## src/sv/qat_pkg.sv

```systemverilog
`default_nettype none
package qat_pkg;

    localparam int MAX_ARGS     = 32;
    localparam int BUFFER_BYTES = 4096;

    localparam int SLOT_W = 6;
    localparam int BUF_W  = 13;
    localparam int IDX_W  = 5;
    localparam int CNT_W  = 6;

    localparam logic [BUF_W-1:0]  LEN_SAT      = 13'd8191;
    localparam logic [SLOT_W-1:0] SLOTS_MAX    = 6'd32;
    localparam logic [BUF_W-1:0]  BYTES_MAX    = 13'd4096;
    localparam logic [7:0]        CH_BACKSLASH = 8'd92;
    localparam logic [7:0]        CH_DQUOTE    = 8'd34;
    localparam logic [7:0]        CH_SQUOTE    = 8'd39;

    localparam int QDEPTH = 8;
    localparam int QPTR_W = 3;
    localparam int QCNT_W = 4;

    typedef enum logic [0:0] {
        REG_ARG_SLOTS    = 1'b0,
        REG_BUFFER_BYTES = 1'b1
    } reg_idx_t;

    typedef enum logic [1:0] {
        KIND_BYTE   = 2'd0,
        KIND_END    = 2'd1,
        KIND_STATUS = 2'd2
    } kind_t;

    typedef enum logic [2:0] {
        ST_OK          = 3'd0,
        ST_EMPTY       = 3'd1,
        ST_TOO_LONG    = 3'd2,
        ST_CONTROL     = 3'd3,
        ST_ARGS        = 3'd4,
        ST_QUOTE       = 3'd5,
        ST_OVERFLOW    = 3'd6,
        ST_EMPTY_FIRST = 3'd7
    } status_t;

    typedef enum logic [1:0] {
        Q_NONE   = 2'd0,
        Q_DOUBLE = 2'd1,
        Q_SINGLE = 2'd2
    } quote_t;

    typedef struct packed {
        kind_t            kind;
        logic [7:0]       out_char;
        logic [IDX_W-1:0] arg_index;
        status_t          status;
        logic             last;
    } res_t;

    typedef struct packed {
        logic [SLOT_W-1:0] arg_slots;
        logic [BUF_W-1:0]  buffer_bytes;
    } cfg_t;

    function automatic logic is_sep(input logic [7:0] c);
        return c inside {8'd32, [8'd9:8'd13]};
    endfunction

    function automatic logic is_ctl(input logic [7:0] c);
        return (c < 8'd32) || (c == 8'd127);
    endfunction

endpackage
`default_nettype wire

```

## src/sv/qat_cfg.sv

```systemverilog
`default_nettype none
module qat_cfg (
    input  wire logic          clk,
    input  wire logic          rst_n,
    input  wire logic          psel,
    input  wire logic          penable,
    input  wire logic          pwrite,
    input  wire logic [2:0]    paddr,
    input  wire logic [31:0]   pwdata,
    output logic      [31:0]   prdata,
    output logic               pready,
    output qat_pkg::cfg_t      cfg
);
    import qat_pkg::*;

    logic [SLOT_W-1:0] arg_slots_reg;
    logic [BUF_W-1:0]  buffer_bytes_reg;
    logic              wr_en;
    reg_idx_t          idx;

    assign pready = 1'b1;
    assign wr_en  = psel && penable && pwrite && pready;
    assign idx    = reg_idx_t'(paddr[2]);

    always_ff @(posedge clk or negedge rst_n)
    begin
        if (!rst_n)
        begin
            arg_slots_reg    <= SLOTS_MAX;
            buffer_bytes_reg <= BYTES_MAX;
        end
        else if (wr_en)
        begin
            case (idx)
                REG_ARG_SLOTS:
                begin
                    arg_slots_reg <= (pwdata[5:0] > SLOTS_MAX) ? SLOTS_MAX : pwdata[5:0];
                end
                REG_BUFFER_BYTES:
                begin
                    buffer_bytes_reg <= (pwdata[12:0] > BYTES_MAX) ? BYTES_MAX
                                                                   : pwdata[12:0];
                end
                default:
                begin
                    arg_slots_reg <= arg_slots_reg;
                end
            endcase
        end
    end

    always_comb
    begin
        case (idx)
            REG_ARG_SLOTS:    prdata = {26'd0, arg_slots_reg};
            REG_BUFFER_BYTES: prdata = {19'd0, buffer_bytes_reg};
            default:          prdata = 32'd0;
        endcase
    end

    assign cfg.arg_slots    = arg_slots_reg;
    assign cfg.buffer_bytes = buffer_bytes_reg;

endmodule
`default_nettype wire

```

## src/sv/qat_core.sv

```systemverilog
`default_nettype none
module qat_core (
    input  wire logic          clk,
    input  wire logic          rst_n,
    input  wire qat_pkg::cfg_t cfg,
    input  wire logic          in_valid,
    output logic               in_ready,
    input  wire logic [7:0]    in_ch,
    input  wire logic          in_end,
    input  wire logic          space,
    output logic [1:0]         push_n,
    output qat_pkg::res_t      push_res [3]
);
    import qat_pkg::*;

    logic              valid_reg;
    logic [7:0]        ch_reg;
    logic              end_reg;
    logic              fire;

    logic              tok_reg, tok_next;
    quote_t            qm_reg, qm_next;
    logic              esc_reg, esc_next;
    logic [CNT_W-1:0]  cnt_reg, cnt_next;
    logic [BUF_W-1:0]  bw_reg, bw_next;
    logic [BUF_W-1:0]  len_reg, len_next;
    logic              ctl_reg, ctl_next;
    status_t           perr_reg, perr_next;
    logic              fane_reg, fane_next;

    logic              copy_req;
    logic              close_req;
    logic [7:0]        copy_ch;
    logic              room;
    logic              halted;
    quote_t            qc;
    status_t           st;
    logic [1:0]        n;
    res_t              res [3];

    assign fire     = valid_reg && space;
    assign in_ready = !valid_reg || fire;

    always_ff @(posedge clk or negedge rst_n)
    begin
        if (!rst_n)
        begin
            valid_reg <= 1'b0;
        end
        else if (in_ready)
        begin
            valid_reg <= in_valid;
        end
    end

    always_ff @(posedge clk)
    begin
        if (in_ready && in_valid)
        begin
            ch_reg  <= in_ch;
            end_reg <= in_end;
        end
    end

    always_ff @(posedge clk or negedge rst_n)
    begin
        if (!rst_n)
        begin
            tok_reg  <= 1'b0;
            qm_reg   <= Q_NONE;
            esc_reg  <= 1'b0;
            cnt_reg  <= '0;
            bw_reg   <= '0;
            len_reg  <= '0;
            ctl_reg  <= 1'b0;
            perr_reg <= ST_OK;
            fane_reg <= 1'b0;
        end
        else
        begin
            tok_reg  <= tok_next;
            qm_reg   <= qm_next;
            esc_reg  <= esc_next;
            cnt_reg  <= cnt_next;
            bw_reg   <= bw_next;
            len_reg  <= len_next;
            ctl_reg  <= ctl_next;
            perr_reg <= perr_next;
            fane_reg <= fane_next;
        end
    end

    always_comb
    begin
        tok_next  = tok_reg;
        qm_next   = qm_reg;
        esc_next  = esc_reg;
        cnt_next  = cnt_reg;
        bw_next   = bw_reg;
        len_next  = len_reg;
        ctl_next  = ctl_reg;
        perr_next = perr_reg;
        fane_next = fane_reg;
        copy_req  = 1'b0;
        close_req = 1'b0;
        copy_ch   = ch_reg;
        room      = 1'b0;
        halted    = 1'b0;
        qc        = (ch_reg == CH_DQUOTE) ? Q_DOUBLE : Q_SINGLE;
        st        = ST_OK;
        n         = 2'd0;
        for (int k = 0; k < 3; k++)
        begin
            res[k] = '0;
        end

        if (fire && !end_reg)
        begin
            len_next = (len_reg < LEN_SAT) ? len_reg + 13'd1 : len_reg;
            ctl_next = ctl_reg | is_ctl(ch_reg);
            halted   = (len_next >= cfg.buffer_bytes) || ctl_next || (perr_reg != ST_OK);
            if (!halted)
            begin
                if (!tok_reg)
                begin
                    if (is_sep(ch_reg))
                    begin
                        halted = 1'b1;
                    end
                    else if (({1'b0, cnt_reg} + 7'd1) >= {1'b0, cfg.arg_slots})
                    begin
                        perr_next = ST_ARGS;
                        halted    = 1'b1;
                    end
                    else
                    begin
                        cnt_next = cnt_reg + 6'd1;
                        tok_next = 1'b1;
                    end
                end
                if (!halted)
                begin
                    if (esc_reg)
                    begin
                        esc_next = 1'b0;
                        copy_req = 1'b1;
                    end
                    else if (qm_reg == Q_NONE && is_sep(ch_reg))
                    begin
                        close_req = 1'b1;
                    end
                    else if ((ch_reg == CH_DQUOTE || ch_reg == CH_SQUOTE) && qm_reg == Q_NONE)
                    begin
                        qm_next = qc;
                    end
                    else if ((ch_reg == CH_DQUOTE || ch_reg == CH_SQUOTE) && qm_reg == qc)
                    begin
                        qm_next = Q_NONE;
                    end
                    else if (ch_reg == CH_BACKSLASH && qm_reg != qc)
                    begin
                        esc_next = 1'b1;
                    end
                    else if (ch_reg == CH_BACKSLASH)
                    begin
                        esc_next = 1'b1;
                    end
                    else
                    begin
                        copy_req = 1'b1;
                    end
                end
            end
        end
        else if (fire)
        begin
            halted = (len_reg >= cfg.buffer_bytes) || ctl_reg || (perr_reg != ST_OK);
            if (!halted && esc_reg)
            begin
                esc_next = 1'b0;
                copy_req = 1'b1;
                copy_ch  = CH_BACKSLASH;
            end
        end

        if (copy_req)
        begin
            room = ({1'b0, bw_next} + 14'd1) < {1'b0, cfg.buffer_bytes};
            if (!room)
            begin
                perr_next = ST_OVERFLOW;
            end
            else
            begin
                bw_next = bw_next + 13'd1;
                if (cnt_next == 6'd1)
                begin
                    fane_next = 1'b1;
                end
                res[n].kind      = KIND_BYTE;
                res[n].out_char  = copy_ch;
                res[n].arg_index = IDX_W'(cnt_next - 6'd1);
                n = n + 2'd1;
            end
        end

        if (fire && end_reg && !halted && perr_next == ST_OK && tok_next)
        begin
            if (qm_next != Q_NONE)
            begin
                perr_next = ST_QUOTE;
            end
            else
            begin
                close_req = 1'b1;
            end
        end

        if (close_req)
        begin
            room = ({1'b0, bw_next} + 14'd1) < {1'b0, cfg.buffer_bytes};
            if (!room)
            begin
                perr_next = ST_OVERFLOW;
            end
            else
            begin
                bw_next  = bw_next + 13'd1;
                tok_next = 1'b0;
                res[n].kind      = KIND_END;
                res[n].arg_index = IDX_W'(cnt_next - 6'd1);
                n = n + 2'd1;
            end
        end

        if (fire && end_reg)
        begin
            if (len_reg == '0)
            begin
                st = ST_EMPTY;
            end
            else if (len_reg >= cfg.buffer_bytes)
            begin
                st = ST_TOO_LONG;
            end
            else if (ctl_reg)
            begin
                st = ST_CONTROL;
            end
            else if (perr_next != ST_OK)
            begin
                st = perr_next;
            end
            else if (cnt_next == '0 || !fane_next)
            begin
                st = ST_EMPTY_FIRST;
            end
            else
            begin
                st = ST_OK;
            end
            res[n].kind   = KIND_STATUS;
            res[n].status = st;
            res[n].last   = 1'b1;
            n = n + 2'd1;

            tok_next  = 1'b0;
            qm_next   = Q_NONE;
            esc_next  = 1'b0;
            cnt_next  = '0;
            bw_next   = '0;
            len_next  = '0;
            ctl_next  = 1'b0;
            perr_next = ST_OK;
            fane_next = 1'b0;
        end
    end

    assign push_n = n;
    assign push_res[0] = res[0];
    assign push_res[1] = res[1];
    assign push_res[2] = res[2];

endmodule
`default_nettype wire

```

## src/sv/qat_outq.sv

```systemverilog
`default_nettype none
module qat_outq (
    input  wire logic          clk,
    input  wire logic          rst_n,
    input  wire logic [1:0]    push_n,
    input  wire qat_pkg::res_t push_res [3],
    output logic               space,
    output logic               out_valid,
    input  wire logic          out_ready,
    output qat_pkg::res_t      out_res
);
    import qat_pkg::*;

    res_t              mem [QDEPTH];
    logic [QPTR_W-1:0] wr_ptr_reg, wr_ptr_next;
    logic [QPTR_W-1:0] rd_ptr_reg, rd_ptr_next;
    logic [QCNT_W-1:0] count_reg, count_next;
    logic              pop;

    assign out_valid = (count_reg != '0);
    assign pop       = out_valid && out_ready;
    assign out_res   = mem[rd_ptr_reg];
    assign space     = (count_reg <= QCNT_W'(QDEPTH - 3));

    always_comb
    begin
        wr_ptr_next = wr_ptr_reg + QPTR_W'(push_n);
        rd_ptr_next = rd_ptr_reg + QPTR_W'(pop);
        count_next  = count_reg + QCNT_W'(push_n) - QCNT_W'(pop);
    end

    always_ff @(posedge clk or negedge rst_n)
    begin
        if (!rst_n)
        begin
            wr_ptr_reg <= '0;
            rd_ptr_reg <= '0;
            count_reg  <= '0;
        end
        else
        begin
            wr_ptr_reg <= wr_ptr_next;
            rd_ptr_reg <= rd_ptr_next;
            count_reg  <= count_next;
        end
    end

    always_ff @(posedge clk)
    begin
        for (int k = 0; k < 3; k++)
        begin
            if (k < int'(push_n))
            begin
                mem[wr_ptr_reg + QPTR_W'(k)] <= push_res[k];
            end
        end
    end

endmodule
`default_nettype wire

```

## src/sv/quoted_argument_tokenizer_unit.sv

```systemverilog
`default_nettype none
// Shell-style argument tokenizer.
// Input stream: one command-line byte per transfer on s_tdata; a transfer with
// s_tlast high is the line terminator and its data is ignored.
// Output stream: m_tuser gives the kind (byte, argument end, final status);
// m_tdata carries the byte, argument index and status; m_tlast marks the final
// status of a line. A nonzero status means the line's earlier output is void.
// Configuration: APB registers arg_slots (0x0) and buffer_bytes (0x4); the user
// must write them only while no line is in flight, as the block does not enforce it.
// The first result of a transfer passes the input register and then the output
// queue before it reaches m_tdata. Ordinary bytes sustain one transfer per cycle
// while the queue has room; a terminator yields up to three results, which drain
// one per cycle while m_tready is high, through an eight-entry output queue.
// s_tready drops while the input register holds a transfer and the queue has
// fewer than three free entries, so a stalled receiver backs up the input after
// a few transfers.
// Reset clears the line state and the queue and loads both registers with
// their maximum values.
module quoted_argument_tokenizer_unit (
    input  wire logic          clk,
    input  wire logic          rst_n,
    input  wire logic          s_tvalid,
    output logic               s_tready,
    input  wire logic [7:0]    s_tdata,   // [7:0] ch
    input  wire logic          s_tlast,
    output logic               m_tvalid,
    input  wire logic          m_tready,
    output logic      [15:0]   m_tdata,   // [7:0] out_char, [12:8] arg_index, [15:13] status
    output logic      [1:0]    m_tuser,   // [1:0] kind
    output logic               m_tlast,
    input  wire logic          psel,
    input  wire logic          penable,
    input  wire logic          pwrite,
    input  wire logic [2:0]    paddr,
    input  wire logic [31:0]   pwdata,
    output logic      [31:0]   prdata,
    output logic               pready
);
    import qat_pkg::*;

    cfg_t       cfg;
    logic       space;
    logic [1:0] push_n;
    res_t       push_res [3];
    res_t       out_res;

    qat_cfg u_cfg (
        .clk     (clk),
        .rst_n   (rst_n),
        .psel    (psel),
        .penable (penable),
        .pwrite  (pwrite),
        .paddr   (paddr),
        .pwdata  (pwdata),
        .prdata  (prdata),
        .pready  (pready),
        .cfg     (cfg)
    );

    qat_core u_core (
        .clk      (clk),
        .rst_n    (rst_n),
        .cfg      (cfg),
        .in_valid (s_tvalid),
        .in_ready (s_tready),
        .in_ch    (s_tdata),
        .in_end   (s_tlast),
        .space    (space),
        .push_n   (push_n),
        .push_res (push_res)
    );

    qat_outq u_outq (
        .clk       (clk),
        .rst_n     (rst_n),
        .push_n    (push_n),
        .push_res  (push_res),
        .space     (space),
        .out_valid (m_tvalid),
        .out_ready (m_tready),
        .out_res   (out_res)
    );

    assign m_tdata = {out_res.status, out_res.arg_index, out_res.out_char};
    assign m_tuser = out_res.kind;
    assign m_tlast = out_res.last;

endmodule
`default_nettype wire

```

## config.mk

```make
export PLATFORM = sky130hd
export DESIGN_NAME = quoted_argument_tokenizer_unit
export DESIGN_NICKNAME = d
export VERILOG_FILES = /design/src/sv/qat_pkg.sv /design/src/sv/qat_cfg.sv /design/src/sv/qat_core.sv /design/src/sv/qat_outq.sv /design/src/sv/quoted_argument_tokenizer_unit.sv
export SDC_FILE = /design/constraint.sdc
export NUM_CORES = 1
export LEC_CHECK = 0
export BUFFER_PORTS_ARGS = -buffer_cell sky130_fd_sc_hd__buf_2
export CAP_MARGIN = 10
export CORE_MARGIN = 2
export CORE_UTILIZATION = 40
export CTS_BUF_LIST = sky130_fd_sc_hd__clkbuf_16
export CTS_CLUSTER_SIZE = 12
export DETAILED_ROUTE_END_ITERATION = 8
export PLACE_DENSITY = 0.54
export SLEW_MARGIN = 20
export SYNTH_ARGS = -nofsm -noshare
export SYNTH_HDL_FRONTEND = slang
export SYNTH_SLANG_ARGS = --single-unit
export TNS_END_PERCENT = 5
```

## constraint.sdc

```tcl
create_clock -name clk -period 26.8 [get_ports clk]
set_input_delay 5.36 -clock clk [delete_from_list [all_inputs] [get_ports clk]]
set_output_delay 5.36 -clock clk [all_outputs]
set_load 0.01 [all_outputs]
```

== Yosys cells after proc, flatten, opt, wreduce, memory -nomap -nowiden ==
Memories as Yosys holds them, arrays and structs flattened.
Index checks and enable logic that the tools add are counted.

* Register bits after elaboration: 80
* Bits in writable memories: 152
* Memories kept: 1
* Output and inout port bits: 54
* Input bits: 51
* Word-level logic and storage cells: 243

* Equality and inequality tests: 10
* Add/sub/neg operators: 16
* Reductions and logical operators: 46
* Magnitude comparators: 19
* Multiplexer cells: 130
* Bitwise logic cells: 4

{| class="wikitable"
|+ Memory list
! memory !! depth !! width !! read ports !! clocked after memory_dff !! wr ports !! RTL line !! source
|-
| u_outq.mem || 8 || 19 || 1 || 0 || 3 || qat_outq.sv:14 || <nowiki>res_t mem [QDEPTH];</nowiki>
|}

{| class="wikitable"
|+ Operators by type and width
! operator !! number
|-
| bitwise mux 57 bit || 5
|-
| demux 19 bit (select 2 bit) || 5
|-
| two-way mux 57 bit || 3
|-
| two-way mux 13 bit || 10
|-
| case mux 32 bit (2 select lines) || 1
|-
| two-way mux 1 bit || 60
|-
| two-way mux 3 bit || 18
|-
| two-way mux 6 bit || 7
|-
| adder 13 x 1 -> 13 bit (second input constant) || 3
|-
| two-way mux 19 bit || 2
|-
| adder 13 x 1 -> 14 bit (second input constant) || 2
|-
| < comparator 14 x 13 -> 1 bit || 2
|-
| >= comparator 13 bit || 2
|-
| two-way mux 2 bit || 13
|-
| == test 8 x 6 -> 1 bit (second input constant) || 3
|-
| two-way mux 8 bit || 3
|-
| logical AND 1 bit || 18
|-
| == test 8 x 7 -> 1 bit (second input constant) || 2
|-
| two-way mux 15 bit || 1
|-
| > comparator 13 bit (second input constant) || 1
|-
| logical NOT 13 bit || 1
|-
| < comparator 13 bit (second input constant) || 1
|-
| nonzero test 3 bit || 4
|-
| two-way mux 9 bit || 1
|-
| 37 further kinds || 57
|}

== Logic depth before layout (Yosys ltp) ==
Gate-level depths: netlist (run 1).

* Word-level depth: 28
* Depth in mapped cells: 49
* Mapped depth without buffers: 44

== Hierarchy ==
A second synthesis (run 1) with hierarchy kept.

* Cell total of the unflattened synthesis: 1978
* Area, all modules: 17939.7 um^2

{| class="wikitable"
|+ By module, submodules not included
! module !! seq. area each (um^2) !! cells an instance !! area each (um^2) !! instances
|-
| qat_outq || 4814.6 || 1148 || 11059.4 || 1
|-
| qat_core || 1321.3 || 709 || 5746.8 || 1
|-
| qat_cfg || 478.0 || 121 || 1133.6 || 1
|}

== Least setup slack after synthesis (run 1) ==
No wires, ideal clock.

* Kind: input -> output
* From: input paddr[2]
* To: output prdata[1]
* Stages: 4
* Data required time: 21440 ps
* Path slack: 15418 ps
* Data arrival time: 6022 ps
* Buffers on the path: 2
* Path through: clkbuf_1 > clkbuf_1 > nand2_1 > o21ai_0

* Word-level cells in the longest chain between the ends: 2

{| class="wikitable"
|+ RTL lines
! element !! RTL line !! source
|-
| start, declared || quoted_argument_tokenizer_unit.sv:34 || <nowiki>input wire logic [2:0] paddr,</nowiki>
|-
| inverter 1 bit (no line) || - ||
|-
| case mux 32 bit (2 select lines) (*) || qat_cfg.sv:54 || <nowiki>case (idx)</nowiki>
|-
| end, declared || quoted_argument_tokenizer_unit.sv:36 || <nowiki>output logic [31:0] prdata,</nowiki>
|}

Every way passes the cells marked *; elsewhere a longest branch is shown, timed or not. The select of a mux whose other input is x is not followed.

==> summary.md, run 1 <==
| Metric | Value |
|---|---|
| Xor-xnor portion of the synthesized cell area | `3.90%` |
| Post-cts gate resize count | `0` |
| Die height | `191 um` |
| Final setup margin | `13760 ps` |
| Post-synthesis cell area | `13900 um2` |
| Max Cap Violations | `0` |
| Vias/cell | `5.65` |
| #FFs+latches synth | `224` |
| CTS tree | `built` |
| Startpoint Class | `flip-flop` |
| CP max stage delay | `900 ps` |
| Area contributors post-synth | `edfxtp_1, dfrtp_1, ha_1` |
| Setup TNS | `0 ps` |
| CP Data Required Time | `26940 ps` |
| Finished Layout Cells | `1834` |
| # diodes | `0` |
| Row cnt | `68` |
| Count of buffers from port buffering | `63` |
| Adder-Cell Fraction of Synth Area | `7.89%` |
| Gpl congestion | `0.876` |
| R2R cell count | `40` |
| Power Density | `between 90 and 100 nW/um2` |
| CP Class | `flip-flop to flip-flop` |
| Cell taking the most area after synthesis | `edfxtp_1` |
| RSZ-0062 raised after global routing | `no` |
| Worst-skew pair later-pin latency | `roughly 550 ps` |
| Mux share of post-synthesis cell area | `7.82%` |
| First-pass GRT wire length | `58.5 mm` |
| Share of layout cells above drive strength 1 | `15.7%` |
| Number of global-route vias before repair | `10377` |
| Register bank with the most flops | `u_outq.mem` |
| Setup Fix Bufs, Post-CTS | `0` |
| Total wire length | `37.1 mm` |
| Post-synth top area share | `about 33%` |
| Cells after Synth | `1316` |
| Yosys Warn Count | `0` |
| Main synth FF type | `edfxtp_1` |
| Die area | `about 36000 um2` |
| Pin count of the biggest net entering global routing | `39` |
| CP Depth | `40` |
| Pre-CTS setup slack | `13960 ps` |
| Nets | `1491` |
| Clk buf depth | `3` |
| CTS Sinks | `224` |
| Synth cell types | `between 80 and 90` |
| Fin crit share | `approximately 49%` |
| Max Slew Vio Count | `0` |
| Clk pin slew, worst setup/hold paths | `~60 ps` |
| Slew HR | `26.9%` |
| Slowest CP cell | `a21oi_1` |
| Placed insts | `1786` |
| Chip width | `191 um` |
| Initial antenna violation count | `0` |
| Worst slew pin tran | `1100 ps` |
| CP bufs+invs | `5` |
| Final clock skew | `between 30 and 40 ps` |
| Worst Hold Class | `flip-flop to flip-flop` |
| Fin area | `15400 um2` |
| Final min period | `13040 ps` |
| Syn_area_per_cell | `10.6 um2` |
| Num CTS Buffers | `26` |
| Post-synth EDFFs | `around 150` |
| DRC Markers | `0` |
| Seq/Total Area, Yosys | `a little under half` |
| Peak VDD IR | `56.1 uV` |
| Final setup viols | `0` |
| Hold path depth | `2` |
| Pleak | `6.17 nW` |
| Post-DP HPWL | `around 27 mm` |
| Async set-reset flop share out of synthesis | `31.7%` |
| Starting Density | `between 40 and 50%` |
| WP data arrival | `13180 ps` |
| Final hold vios | `0` |
| Placed cell areas | `14600 um2` |
| Synth Area in Compound Gates | `around 12%` |
| Fillers | `3271` |
| Initial DRC Count | `590` |
| Antenna-violating nets left | `0` |
| CP most frequent cell | `ha_1` |
| WL/cell | `20.2 um` |
| Area Overhead vs Synth | `10.9%` |
| Root Driver | `clkbuf_16` |
| Total Routing Usage GR | `20.7%` |
| Crit Path Max Fanout | `26` |
| Status | `finished clean` |
| Total power | `about 0.0015 W` |
| Pre-antenna DRT Iters | `5` |
| CTS hold repair buffers | `0` |
| GRT Residual Overflow | `0` |
| CTS H-tree depth | `1` |
| Nature of the critical path endpoint | `flip-flop` |
| Achievable frequency | `~77 MHz` |
| Via count | `10365` |
| Max FFs per register | `about 140` |
| Ports | `105` |
| Synth Area in Simple Gates | `a little under a fifth` |
| Largest family of logic cells by synthesized area | `simple AND/OR/NAND/NOR gates` |
| CP delay by family, top | `compound AO/OA/AOI/OAI gates` |
| Core area | `around 34000 um2` |
path summary, 6_finish.rpt:
kind | startpoint | slack, ps | end
hold / removal | u_cfg.arg_slots_reg[2] | 480 | u_cfg.arg_slots_reg[2]
hold reg to reg | u_cfg.arg_slots_reg[2] | 480 | u_cfg.arg_slots_reg[2]
setup reg to reg | u_core.len_reg[2] | 13760 | u_outq.mem[0][3]
max in group asynchronous | rst_n | 21120 | u_outq.rd_ptr_reg[0]
setup / recovery | u_core.len_reg[2] | 13760 | u_outq.mem[0][3]
min in group asynchronous | rst_n | 4790 | u_core.len_reg[9]
cells in the mapped netlist, drive strengths merged, types with 5 or more instances:
| cell | number |
|---|---|
| edfxtp | 153 |
| nor2 | 140 |
| nand2 | 86 |
| ha | 79 |
| dfrtp | 69 |
| nor3 | 59 |
| inv | 56 |
| o21ai | 50 |
| a21oi | 46 |
| clkbuf | 43 |
| nand3 | 41 |
| and2 | 40 |
| buf | 40 |
| xnor2 | 40 |
| mux4 | 36 |
| nor4 | 24 |
| and3 | 22 |
| mux2 | 22 |
| xor2 | 22 |
| a22o | 20 |
| nand4 | 20 |
| a21o | 19 |
| o22ai | 19 |
| nand2b | 16 |
| or3 | 13 |
| o31ai | 11 |
| a211oi | 9 |
| o211ai | 9 |
| or2 | 9 |
| maj3 | 7 |
| o221ai | 7 |
| a31oi | 6 |
| nor2b | 6 |
| a21boi | 5 |
per-layer routing:
metal | share of wire, % | GRT usage [%] | vias up
met4 | 2.3 | 5.66 | 0
met5 | 0 | 0 | -
met2 | 49 | 35.4 | 286
li1 | - | - | 4961
met3 | 5.4 | 3.11 | 62
met1 | 43 | 27.4 | 5056
metrics by stage:
| stage | hold WS (ps) | utilization (%) |
|---|---|---|
| 2_1_floorplan | 450 | - |
| 3_3_place_gp | 464 | 42.6 |
| 3_5_place_dp | 472 | 42.6 |
| 4_1_cts | 485 | 44.9 |
| 5_1_grt | 510 | 44.9 |
| 6_report | 479 | 44.9 |
power breakdown:
group	leakage [nW]	switching [W]	internal [W]
registers	2.35	0.0000524	0.000458
clock network	0.415	0.000143	0.000195
logic	3.40	0.000401	0.000244
total	6.17	0.000596	0.000897
cell type report:
class	instances	area, um2	area share [%]
clock inverters	22	161	1.04
clock buffers	26	651	4.21
repair buffers	80	445	2.88
inverters	58	218	1.41
well taps	455	569	3.69
multi-input cells	969	7030	45.5
flip-flops and latches	224	6370	41.3
worst reg2reg max path, delay by kind of cell, from the launching register on:
kind	cells	cell delay, ps
AOI/OAI and AO/OA	12	5110
xor gates and xnor gates	3	910
adders and majority gates	5	1660
buffers and inverters	5	1570
DFF	1	500
and+or+nand+nor	15	2910
kinds of logic after synthesis:
kind of cell / Yosys count
AO/OA/AOI/OAI: 241
XOR/XNOR: 62
adder cells (fa/ha/maj): 88
buffers and inverters: 141
flip-flops: 224
multiplexers: 61
other: 2
AND/OR/NAND/NOR: 497
cells in the final DEF, fill, tap and decap left out, types with 5 or more instances in the layout:
| cell | synthesis | final |
|---|---|---|
| a211oi_1 | 8 | 8 |
| a21boi_0 | 5 | 5 |
| a21o_1 | 19 | 19 |
| a21oi_1 | 46 | 46 |
| a22o_1 | 20 | 20 |
| a31oi_1 | 5 | 5 |
| and2_1 | 40 | 40 |
| and3_1 | 22 | 22 |
| buf_2 | 9 | 62 |
| buf_4 | 24 | 18 |
| clkbuf_16 | 0 | 26 |
| clkinv_1 | 2 | 10 |
| conb_1 | 2 | 20 |
| dfrtp_1 | 69 | 68 |
| edfxtp_1 | 153 | 153 |
| ha_1 | 79 | 79 |
| inv_1 | 55 | 60 |
| maj3_1 | 7 | 7 |
| mux2_2 | 22 | 22 |
| mux4_2 | 36 | 36 |
| nand2_1 | 85 | 85 |
| nand2b_1 | 16 | 16 |
| nand3_1 | 41 | 41 |
| nand4_1 | 20 | 20 |
| nor2_1 | 139 | 137 |
| nor2b_1 | 6 | 6 |
| nor3_1 | 56 | 56 |
| nor4_1 | 23 | 22 |
| o211ai_1 | 9 | 9 |
| o21ai_0 | 45 | 43 |
| o21ai_1 | 5 | 5 |
| o221ai_1 | 6 | 6 |
| o22ai_1 | 19 | 16 |
| o31ai_1 | 7 | 7 |
| or2_2 | 9 | 9 |
| or3_1 | 13 | 13 |
| xnor2_1 | 40 | 40 |
| xor2_1 | 22 | 22 |
Power figures use the tool's default switching activity.
==> inputs of run 2 (changes only) <==
--- a/config.mk
+++ b/config.mk
@@ -12,7 +12,7 @@
 export CTS_BUF_LIST = sky130_fd_sc_hd__clkbuf_16
 export CTS_CLUSTER_SIZE = 12
 export DETAILED_ROUTE_END_ITERATION = 8
-export PLACE_DENSITY = 0.54
+export PLACE_DENSITY = 0.56
 export SLEW_MARGIN = 20
 export SYNTH_ARGS = -nofsm -noshare
 export SYNTH_HDL_FRONTEND = slang
==> constraint.sdc (replaced) <==
create_clock -name clk -period 11.3 [get_ports clk]
set_input_delay 2.26 -clock clk [delete_from_list [all_inputs] [get_ports clk]]
set_output_delay 2.26 -clock clk [all_outputs]
set_load 0.01 [all_outputs]
==> run 2 against run 1 <==
Setup slack worse by 13000 ps. Fmax up 24%. Sequential power up 140%. Critical path type unchanged. Largest cell class unchanged.
==> summary.md, run 2 (synthesis gave the netlist of run 1 again) <==
| Metric | Value |
|---|---|
| Clk buf depth | `3 (unchanged)` |
| Antenna-violating nets left | `0 (unchanged)` |
| CTS H-tree depth | `1 (unchanged)` |
| CTS tree | `built (unchanged)` |
| Total wire length | `36.5 mm (was 37.1 mm)` |
| Pre-antenna DRT Iters | `4 (was 5)` |
| Reg-to-Reg End | `u_outq.mem[7][2] (was u_outq.mem[0][3])` |
| Worst Hold Class | `flip-flop to flip-flop (unchanged)` |
| RSZ-0062 raised after global routing | `no (unchanged)` |
| Setup slack, reg-to-reg | `790 ps (was 13760 ps)` |
| Achievable frequency | `95.2 MHz (was 76.7 MHz)` |
| # diodes | `0 (unchanged)` |
| CP Class | `flip-flop to flip-flop (unchanged)` |
| Total Routing Usage GR | `20.4% (was 20.7%)` |
| Root Driver | `clkbuf_16 (unchanged)` |
| CP Data Required Time | `11700 ps (was 26940 ps)` |
| Worst slew pin tran | `1080 ps (was 1100 ps)` |
| Worst-skew pair later-pin latency | `560 ps (was 550 ps)` |
| Number of global-route vias before repair | `10342 (was 10377)` |
| Max FFs per register | `144 (unchanged)` |
| Peak VDD IR | `150 uV (was 56.1 uV)` |
| First-pass GRT wire length | `57.7 mm (was 58.5 mm)` |
| Hold path depth | `2 (unchanged)` |
| Core area | `34400 um2 (unchanged)` |
| GRT Residual Overflow | `0 (unchanged)` |
| Combinational share of power | `43.3% (was 43.2%)` |
| Pleak | `6.24 nW (was 6.17 nW)` |
| Post-DP HPWL | `26.1 mm (was 26.6 mm)` |
| Slowest CP cell | `nor4_4 (was a21oi_1)` |
| Count of buffers from port buffering | `63 (unchanged)` |
| R2R cell count | `40 (unchanged)` |
| WP data arrival | `10910 ps (was 13180 ps)` |
| Status | `finished clean (unchanged)` |
| Reg power frac | `33.9% (was 34.2%)` |
| Share of layout cells above drive strength 1 | `16.4% (was 15.7%)` |
| Slew HR | `28.0% (was 26.9%)` |
| DRC Markers | `0 (unchanged)` |
| Startpoint Class | `flip-flop (unchanged)` |
| Design internal power | `0.00213 W (was 0.000897 W)` |
| Register bank with the most flops | `u_outq.mem (unchanged)` |
| Max Slew Vio Count | `0 (unchanged)` |
| Initial antenna violation count | `1 (was 0)` |
| Switch Pwr | `0.00143 W (was 0.000596 W)` |
| WHS Endpoint | `u_cfg.arg_slots_reg[2] (unchanged)` |
| Sw Share | `40.1% (was 39.9%)` |
| Pin count of the biggest net entering global routing | `72 (was 39)` |
| Fin crit share | `93.0% (was 48.7%)` |
| Most frequent cells in the layout | `edfxtp_1, nor2_1, nand2_1 (unchanged)` |
| Clock power share | `22.9% (was 22.7%)` |
| Max Cap Violations | `0 (unchanged)` |
| Crit Path Max Fanout | `11 (was 26)` |
| Ports | `105 (unchanged)` |
| Via count | `10328 (was 10365)` |
| Die area | `36300 um2 (unchanged)` |
| Final min period | `10510 ps (was 13040 ps)` |
| CP max stage delay | `710 ps (was 900 ps)` |
| Fillers | `3298 (was 3271)` |
| Hold path start | `u_cfg.arg_slots_reg[2] (unchanged)` |
| Clk pin slew, worst setup/hold paths | `60 ps (about the same)` |
| Commonest non-fill, non-tap cell in the layout | `edfxtp_1 (unchanged)` |
| Initial DRC Count | `564 (was 590)` |
| Nets | `1502 (was 1491)` |
| Final hold vios | `0 (unchanged)` |
| Starting Density | `40.5% (unchanged)` |
| Setup TNS | `0 ps (unchanged)` |
| Nature of the critical path endpoint | `flip-flop (unchanged)` |
| CTS Sinks | `224 (unchanged)` |
| Gpl congestion | `0.891 (was 0.876)` |
| Row cnt | `68 (unchanged)` |
| Final clock skew | `10.9 ps (was 33.4 ps)` |
| Area Overhead vs Synth | `11.8% (was 10.9%)` |
| Chip width | `191 um (unchanged)` |
| Final setup viols | `0 (unchanged)` |
| Hold WS | `487 ps (was 479 ps)` |
| Power Density | `229 nW/um2 (was 96.7 nW/um2)` |
| Die height | `191 um (unchanged)` |
| WL/cell | `19.8 um (was 20.2 um)` |
| Reg2reg start | `u_core.bw_reg[0] (was u_core.len_reg[2])` |
| Vias/cell | `5.59 (was 5.65)` |
| Num CTS Buffers | `27 (was 26)` |
[run 2: changes by cell type in the layout (fill, tap and decap cells not counted), sizes merged]
cell    change
clkinv      -1
buf        +10
inv         +3
clkbuf      +1
bufinv      -1
[run 2: cell type report]
cell class	instances	area, um2	share of cell area, %
flip-flops and latches	224	6370	41.0
clock inverters	23	148	0.948
multi-input cells	969	7050	45.3
clock buffers	27	676	4.34
well taps	455	569	3.66
inverters	58	218	1.40
repair buffers	90	537	3.45
[run 2: power groups by stage]
stage	Clock, W	Combinational (W)	Sequential, W
6_report	0.000813	0.00154	0.00121
5_1_grt	0.000863	0.00170	0.00122
4_1_cts	0.000830	0.00155	0.00121
3_5_place_dp	0	0.00154	0.00122
3_3_place_gp	0	0.00152	0.00122
2_1_floorplan	0	0.00112	0.00115
[run 2: routing by layer]
layer / part of all wire [%] / wire, um / GRT usage (%)
met1: 44 / 16000 / 26.6
met2: 50 / 18200 / 35.6
met3: 3.6 / 1320 / 2.28
met4: 2.6 / 960 / 5.87
met5: 0.036 / 13 / 0
[run 2: critical path, delay by kind of cell (launching register included)]
| kind | cells | cell delay, ps |
|---|---|---|
| XOR/XNOR | 3 | 770 |
| adder cells (fa/ha/maj) | 5 | 1630 |
| flip-flops | 1 | 490 |
| AND/OR/NAND/NOR | 17 | 3940 |
| AO/OA/AOI/OAI | 9 | 2390 |
| buffers and inverters | 6 | 1100 |
[run 2: how the worst max path moves through the flow]
stage | start | end | slack [ps]
floorplan | u_core.len_reg[2] | u_outq.mem[7][0] | 830
global placement | u_core.bw_reg[0] | u_outq.mem[6][3] | 790
detailed placement | u_core.bw_reg[0] | u_outq.mem[6][3] | 810
CTS | u_core.bw_reg[0] | u_outq.mem[7][2] | 670
global route | u_core.len_reg[2] | u_outq.mem[6][1] | 90
finish | u_core.bw_reg[0] | u_outq.mem[7][2] | 790
[run 2: metrics by stage]
| step | cell area (um2) | setup slack [ps] | std cells | util, % | total power [W] |
|---|---|---|---|---|---|
| floorplan | 14000 | 828 | 1334 | - | 0.00227 |
| global route | 15600 | 91.9 | 1846 | 45.3 | 0.00379 |
| CTS | 15500 | 674 | 1846 | 45.2 | 0.00358 |
| global placement | 14700 | 795 | 1796 | 42.8 | 0.00273 |
| detailed placement | 14700 | 807 | 1796 | 42.8 | 0.00276 |
| finish | 15600 | 795 | 1846 | 45.3 | 0.00356 |
[run 2: timing repair]
item | in CTS | in global routing
buffers inserted | 0 | 0
hold buffers | 0 | 0
gates resized for setup | 0 | 2
endpoints found under the setup margin | 0 | 8
